## config.mk

```make
export PLATFORM = sky130hd
export DESIGN_NAME = gyro_yaw_frame_parser
export DESIGN_NICKNAME = d
export VERILOG_FILES = /design/src/rtl/core/gyf_pkg.sv /design/src/rtl/core/gyf_cell.sv /design/src/rtl/core/gyro_yaw_frame_parser.sv
export SDC_FILE = /design/constraint.sdc
export NUM_CORES = 1
export LEC_CHECK = 0
export BUFFER_PORTS_ARGS = -buffer_cell sky130_fd_sc_hd__buf_2
export CAP_MARGIN = 15
export CORE_ASPECT_RATIO = 1.5
export CORE_MARGIN = 5
export CORE_UTILIZATION = 40
export CTS_CLUSTER_SIZE = 8
export DETAILED_ROUTE_END_ITERATION = 7
export HOLD_SLACK_MARGIN = 0.12
export SLEW_MARGIN = 20
export SYNTH_ARGS = -nofsm -noshare
export SYNTH_HDL_FRONTEND = slang
export SYNTH_SLANG_ARGS = --single-unit
export TNS_END_PERCENT = 30
```

## constraint.sdc

```tcl
create_clock -name clk -period 5.2 [get_ports clk]
set_clock_uncertainty 0.05 [all_clocks]
set_input_delay 0.26 -clock clk [delete_from_list [all_inputs] [get_ports clk]]
set_output_delay 0.26 -clock clk [all_outputs]
set_load 0.02 [all_outputs]
```

## src/rtl/core/gyf_pkg.sv

```systemverilog
// Package of the gyro yaw frame parser: constants, types and the angle conversion.
package gyf_pkg;

  localparam int FrameLen  = 11;
  localparam int NumCells  = FrameLen - 1;
  localparam int ByteW     = 8;
  localparam int RawW      = 16;
  localparam int YawW      = 9;
  localparam int CfgIdxW   = 2;

  // Window byte k sits in cell NumCells-1-k once the window holds ten bytes.
  localparam int PosHeader = NumCells - 1;
  localparam int PosKind   = NumCells - 2;
  localparam int PosAngLo  = NumCells - 7;
  localparam int PosAngHi  = NumCells - 8;
  localparam int PosMarkLo = NumCells - 9;
  localparam int PosMarkHi = NumCells - 10;

  localparam logic [ByteW-1:0] RstHeader = 8'h55;
  localparam logic [ByteW-1:0] RstKind   = 8'h53;
  localparam logic [ByteW-1:0] RstMarkLo = 8'hE1;
  localparam logic [ByteW-1:0] RstMarkHi = 8'h27;

  typedef enum logic [CfgIdxW-1:0] {
    CfgHeader  = 2'd0,
    CfgKind    = 2'd1,
    CfgMarkLo  = 2'd2,
    CfgMarkHi  = 2'd3
  } cfg_idx_t;

  typedef struct packed {
    logic shift;
    logic clear;
  } cell_ctl_t;

  // Angle word times 180 over 32768, rounded toward zero.
  function automatic logic signed [YawW-1:0] yaw_of(input logic signed [RawW-1:0] raw);
    logic [23:0] prod;
    logic [23:0] biased;
    prod   = {{8{raw[RawW-1]}}, raw} * 24'd180;
    biased = prod + (prod[23] ? 24'd32767 : 24'd0);
    return biased[23:15];
  endfunction

endpackage

```

## src/rtl/core/gyf_cell.sv

```systemverilog
// One byte cell of the receive window shift chain.
module gyf_cell (
  input  logic                       clk,
  input  logic                       rst_n,
  input  gyf_pkg::cell_ctl_t         ctl,
  input  logic [gyf_pkg::ByteW-1:0]  din,
  input  logic                       vin,
  output logic [gyf_pkg::ByteW-1:0]  dout,
  output logic                       vout
);
  import gyf_pkg::*;

  logic [ByteW-1:0] data_r;
  logic             vld_r;

  always_ff @(posedge clk) begin
    if (!rst_n) begin
      vld_r <= 1'b0;
    end else if (ctl.clear) begin
      vld_r <= 1'b0;
    end else if (ctl.shift) begin
      vld_r <= vin;
    end
  end

  always_ff @(posedge clk) begin
    if (ctl.shift) begin
      data_r <= din;
    end
  end

  assign dout = data_r;
  assign vout = vld_r;

endmodule

```

## src/rtl/core/gyro_yaw_frame_parser.sv

```systemverilog
// Top level of the gyro yaw frame parser: byte window chain, frame match and result buffer.
//
// Usage: serial bytes from the gyro arrive on the in_ channel (in_valid, in_stall,
// in_rx_byte). A request is taken at a rising edge with in_valid high and in_stall low.
// The last ten bytes live in a chain of ten cells; the newest byte completes an
// eleven-byte window. When bytes 0, 1, 8 and 9 of that window match the four
// configuration registers, one result leaves on the out_ channel carrying the signed
// angle word (bytes 7:6) and the yaw in whole degrees, and the window empties.
// Otherwise the oldest byte falls off the end of the chain.
// Results go to an output register backed by one skid register, which takes a result while
// the output register still holds one, so bytes keep flowing while a result waits. The block
// takes one byte every cycle while in_stall is low; the match and the constant multiply by
// 180 both settle in the cycle that the byte is taken. in_stall rises only when both hold a
// result that the receiver has not taken, and drops the cycle after out_stall releases.
// Configuration writes on cfg_ are always ready. The user makes them while the block is
// idle; the block itself does not enforce this. Synchronous reset (rst_n low) empties the
// window and both result registers and loads the registers with 0x55, 0x53, 0xE1 and 0x27.
module gyro_yaw_frame_parser (
  input  logic                                clk,
  input  logic                                rst_n,
  input  logic                                in_valid,
  output logic                                in_stall,
  input  logic [gyf_pkg::ByteW-1:0]           in_rx_byte,
  output logic                                out_valid,
  input  logic                                out_stall,
  output logic signed [gyf_pkg::YawW-1:0]     out_yaw_degrees,
  output logic signed [gyf_pkg::RawW-1:0]     out_raw_angle,
  input  logic                                cfg_valid,
  output logic                                cfg_ready,
  input  logic [gyf_pkg::CfgIdxW-1:0]         cfg_index,
  input  logic [gyf_pkg::ByteW-1:0]           cfg_wdata
);
  import gyf_pkg::*;

  logic [ByteW-1:0] header_r, kind_r, mark_lo_r, mark_hi_r;

  logic [ByteW-1:0] cell_d [NumCells+1];
  logic             cell_v [NumCells+1];
  cell_ctl_t        ctl;

  logic                    accept;
  logic                    match;
  logic signed [RawW-1:0]  raw_word;
  logic signed [YawW-1:0]  yaw_val;

  logic                    out_vld_r;
  logic signed [YawW-1:0]  out_yaw_r;
  logic signed [RawW-1:0]  out_raw_r;
  logic                    skid_vld_r;
  logic signed [YawW-1:0]  skid_yaw_r;
  logic signed [RawW-1:0]  skid_raw_r;
  logic                    out_take;

  // Configuration registers; the port never pushes back.
  assign cfg_ready = 1'b1;

  always_ff @(posedge clk) begin
    if (!rst_n) begin
      header_r  <= RstHeader;
      kind_r    <= RstKind;
      mark_lo_r <= RstMarkLo;
      mark_hi_r <= RstMarkHi;
    end else if (cfg_valid) begin
      case (cfg_idx_t'(cfg_index))
        CfgHeader: header_r  <= cfg_wdata;
        CfgKind:   kind_r    <= cfg_wdata;
        CfgMarkLo: mark_lo_r <= cfg_wdata;
        CfgMarkHi: mark_hi_r <= cfg_wdata;
        default:   header_r  <= header_r;
      endcase
    end
  end

  // Byte window: the newest byte enters cell 0 and each cell passes its byte on.
  assign accept    = in_valid && !in_stall;
  assign cell_d[0] = in_rx_byte;
  assign cell_v[0] = 1'b1;

  for (genvar i = 0; i < NumCells; i++) begin : g_cell
    gyf_cell u_cell (
      .clk  (clk),
      .rst_n(rst_n),
      .ctl  (ctl),
      .din  (cell_d[i]),
      .vin  (cell_v[i]),
      .dout (cell_d[i+1]),
      .vout (cell_v[i+1])
    );
  end

  // A full chain plus the incoming byte forms a window; byte 10 is not compared.
  assign match = accept && cell_v[NumCells] &&
                 (cell_d[PosHeader+1] == header_r)  &&
                 (cell_d[PosKind+1]   == kind_r)    &&
                 (cell_d[PosMarkLo+1] == mark_lo_r) &&
                 (cell_d[PosMarkHi+1] == mark_hi_r);

  assign ctl.shift = accept;
  assign ctl.clear = match;

  assign raw_word = {cell_d[PosAngHi+1], cell_d[PosAngLo+1]};
  assign yaw_val  = yaw_of(raw_word);

  // Output register with one skid register behind it.
  assign out_take = out_vld_r && !out_stall;
  assign in_stall = skid_vld_r;

  always_ff @(posedge clk) begin
    if (!rst_n) begin
      out_vld_r  <= 1'b0;
      skid_vld_r <= 1'b0;
    end else if (skid_vld_r) begin
      if (out_take) begin
        skid_vld_r <= 1'b0;
      end
    end else if (match) begin
      if (out_vld_r && !out_take) begin
        skid_vld_r <= 1'b1;
      end else begin
        out_vld_r <= 1'b1;
      end
    end else if (out_take) begin
      out_vld_r <= 1'b0;
    end
  end

  always_ff @(posedge clk) begin
    if (skid_vld_r) begin
      if (out_take) begin
        out_yaw_r <= skid_yaw_r;
        out_raw_r <= skid_raw_r;
      end
    end else if (match) begin
      if (out_vld_r && !out_take) begin
        skid_yaw_r <= yaw_val;
        skid_raw_r <= raw_word;
      end else begin
        out_yaw_r <= yaw_val;
        out_raw_r <= raw_word;
      end
    end
  end

  assign out_valid       = out_vld_r;
  assign out_yaw_degrees = out_yaw_r;
  assign out_raw_angle   = out_raw_r;

endmodule

```

==> impl_metrics.ini <==
[global_routing]
antenna_found_initial = 0
grtUsageTotal_pct = 17.01
grt_pass1_wl_mm = 33.00
gr-total-overflow = 0
grt_max_degree = 52
grt_pass1_vias = 6518

[pwr]
seq_power_share_pct = 30.2
power.total_uw = 5400
internal_power_uw = 3558
power_switching_uw = 1842
p_comb_share_pct = 45.8
clkPwrFrac_pct = 24.0
peakVddDrop_mv = 0.2235
power_density_nw_per_um2 = 473.2
switching_share_pct = 34.10
leakage_uw = 0.004584

[yosys]
synth_xor_area_share_pct = 6.124
synthAdderAreaFrac_pct = 12.59
synth-simple-area-share_pct = 9.065
syn_area_um2 = 8723
ys.flop_type = edfxtp_1
syn-num-nets = 804
synth.distinct_cells = 61
syn_area_per_cell_um2 = 12.34
synth_warnings = 0
syn_inst = 707
synth-seq-cells = 174
synth_async_sr_flop_share_pct = 0
synth_edf_count = 130
synth_top_family_by_area = adder cells
synth_compound_area_share_pct = 8.419
ys_seq_area_share_pct = 54.85
muxShareOfSynthArea_pct = 5.034

[worst_setup_path]
critPathArrivalTime_ns = 5.36
r2r_cells = 16
path_max_fanout = 6
critPathKind = flop to flop
required_ns = 5.32
endpoint_kind = flop
rrSetupSlack_ns = -0.04
rr_endpoint = out_yaw_degrees[7]
r2r_start = g_cell[2].u_cell.dout[2]
startpoint_type = flop

[timing]
rsz0062_at_grt = true
layout_min_cycle_time_ns = 5.238
fmax_mhz = 190.9
finalSetupTns_ns = -0.03771
slew_viol_final = 0
final-setup-viol-count = 1
fin_ws_ns = -0.03771
worst_pin_slew_ns = 0.8395
finalCritPeriodShare_pct = 100.7
hold_violations = 0
max_slew_margin_pct = 44.03

[finish]
stdcell_count = 1173
fin_nets = 985
n_antenna_cell = 0
drive_gt1_share_pct = 33.30
post-route-util_pct = 52.94
synthToLayoutAreaGrowth_pct = 30.81

[worst_hold_path]
hp-class = input port to flop
holdPathEnd = header_r[4]
hold-path-cell-count = 4
hold_start = cfg_index[1]

[placed_design]
io_buffers = 49
dp_hpwl_mm = 14.65
place_congestion = 0.8174
dpl.cell_count = 1104

[floorplanning]
core_area_um2 = 21550
start_util_pct = 40.47
die_y_um = 190.9
die-area_um2 = 24920
num_io_pins = 51
num_rows = 66
die_width_um = 130.6

[detailed_routing]
drt_iter0_markers = 294
routed_wl_mm = 20.11
via_count = 5904
drc = 0
drtPass1Iterations = 5
vias_per_cell = 5.033
wire_per_inst_um = 17.14
final_antenna_net_count = 0

[clocking]
cts-root-buf = clkbuf_16
insertion_delay_ns = 0.42
clockBufferDepth = 2
cts_sinks = 174
cts_tree = built
htree_levels = 4
cts.clk_slew.worst_paths_ns = 0.07
cts_made_buffers = 17

[outcome]
status = finished with violations
violations = setup timing

[run]
drv_cap = 0
## critical path, cell delays in order, from the launching register on
cell	delay (ns)
edfxtp_1	0.45
ha_1	0.34
inv_1	0.06
fa_1	0.48
fa_1	0.53
inv_1	0.04
ha_1	0.32
buf_4	0.17
or2_2	0.33
and3b_1	0.28
a211oi_2	0.07
or4b_4	0.57
nand2b_4	0.16
or4_4	0.55
nor3_4	0.19
xnor2_2	0.12
mux2_4	0.27
## cells by family after synthesis
group	after synthesis
DFF	174
and+or+nand+nor	160
AOI/OAI and AO/OA	107
buffers and inverters	89
adders and majority gates	74
xor gates and xnor gates	61
muxes	41
other	1
## final cells by class
| cell class | count | area [um^2] |
|---|---|---|
| well taps | 272 | 340.3 |
| clock inverters | 10 | 85.08 |
| fillers | 1796 | 10140 |
| inverters | 75 | 282.8 |
| flip-flops and latches | 174 | 4785 |
| clock buffers | 22 | 528.0 |
| multi-input cells | 444 | 4138 |
| repair buffers | 176 | 1252 |
## power by group through the flow
stage	Clock, uW	Sequential, uW	Combinational [uW]
after global routing	1380	1640	2700
after floorplan	0	1660	1310
after detailed placement	0	1660	2000
after global placement	0	1660	1950
after CTS	1320	1630	2300
final	1300	1630	2470
## through the flow
step                cell area, um^2  hold slack [ns]  worst slack (ns)
finish                        11410           0.2203          -0.03771
global route                  11410           0.2400           -0.2249
CTS                           11200           0.1919          0.004723
detailed placement            10040           0.3545           -0.3084
global placement              10040           0.3508           -0.1082
floorplan                      8823           0.3089          -0.02438
## state kept, by name, summed over array words and instances (netlist names)
name	flops
out_yaw_degrees	9
out_valid	1
g_cell.u_cell.dout	80
out_raw_angle	16
mark_lo_r	8
skid_yaw_r	9
skid_raw_r	16
kind_r	8
in_stall	1
g_cell.u_cell.vout	10
header_r	8
mark_hi_r	8
## cells in the mapped netlist, drive strengths merged, types with 2 or more instances
master / n / area, um^2
mux2i: 18 / 180.2
edfxtp: 130 / 3904
dfxtp: 44 / 880.8
nand2b: 2 / 20.02
a2111oi: 3 / 27.53
ha: 51 / 638.1
inv: 75 / 281.5
a211oi: 10 / 80.07
nor4: 8 / 50.05
a21oi: 34 / 185.2
o211ai: 2 / 15.01
nand3: 12 / 60.06
nor2: 19 / 71.32
xnor2: 30 / 262.8
and3: 2 / 12.51
and4: 2 / 17.52
o21bai: 2 / 15.01
o22ai: 2 / 12.51
nor3: 5 / 36.29
o221ai: 2 / 17.52
fa: 23 / 460.4
xor2: 31 / 271.5
clkbuf: 12 / 45.04
or2: 3 / 18.77
nor3b: 3 / 22.52
o21ai: 17 / 92.59
o221a: 3 / 33.78
nand3b: 2 / 15.01
nor2b: 12 / 75.07
a21boi: 10 / 75.07
o31a: 2 / 17.52
or4: 2 / 18.77
nand4: 8 / 50.05
mux2: 23 / 259.0
nand2: 75 / 281.5
a21o: 6 / 45.04
o211a: 2 / 20.02
and2: 2 / 12.51
o21a: 6 / 45.04
buf: 2 / 11.26
## layer usage
| layer | track usage, % | routed length [um] | vias up |
|---|---|---|---|
| li1 | - | - | 2861 |
| met2 | 32.21 | 11380 | 101 |
| met4 | 6.888 | 588 | 0 |
| met1 | 18.34 | 7659 | 2905 |
| met5 | 0 | 0 | - |
| met3 | 2.719 | 483 | 37 |
## placed cells by master, fill, tap and decap left out, drive strengths merged, types with 3 or more instances in the layout
cell type    count
xnor2           30
nand2           75
clkbuf          22
fa              23
clkinv           4
a21o             6
nor3b            3
o221a            3
ha              51
a21oi           34
xor2            31
inv             81
a211oi          10
a21boi          10
nor2            19
nor3             5
nand3           12
dfxtp           44
nor2b           12
edfxtp         130
o21a             6
nor4             8
nand4            8
or2              3
buf            159
mux2i           18
mux2            23
dlygate4sd3     17
o21ai           17
a2111oi          3
## worst max path at each step
stage                                   from                 end  slack (ns)  cells past startpoint
floorplan           g_cell[3].u_cell.dout[1]  out_yaw_degrees[2]       -0.02                     21
global placement    g_cell[2].u_cell.dout[5]  out_yaw_degrees[8]       -0.11                     21
detailed placement  g_cell[2].u_cell.dout[5]  out_yaw_degrees[2]       -0.31                     22
CTS                 g_cell[3].u_cell.dout[3]  out_yaw_degrees[7]       0.005                     17
global route        g_cell[3].u_cell.dout[7]  out_yaw_degrees[7]       -0.22                     17
finish              g_cell[2].u_cell.dout[2]  out_yaw_degrees[7]       -0.04                     16
## timing repair
item / 4_1_cts / 5_1_grt
resized for setup: 46 / 27
endpoints found under the hold margin: 36 / 0
cloned: 0 / 0
pin swaps: 18 / 11
setup endpoints to repair: 14 / 15
hold buffers: 17 / 0
setup buffers: 14 / 6
No activity file was read; power rests on OpenSTA's default activity.
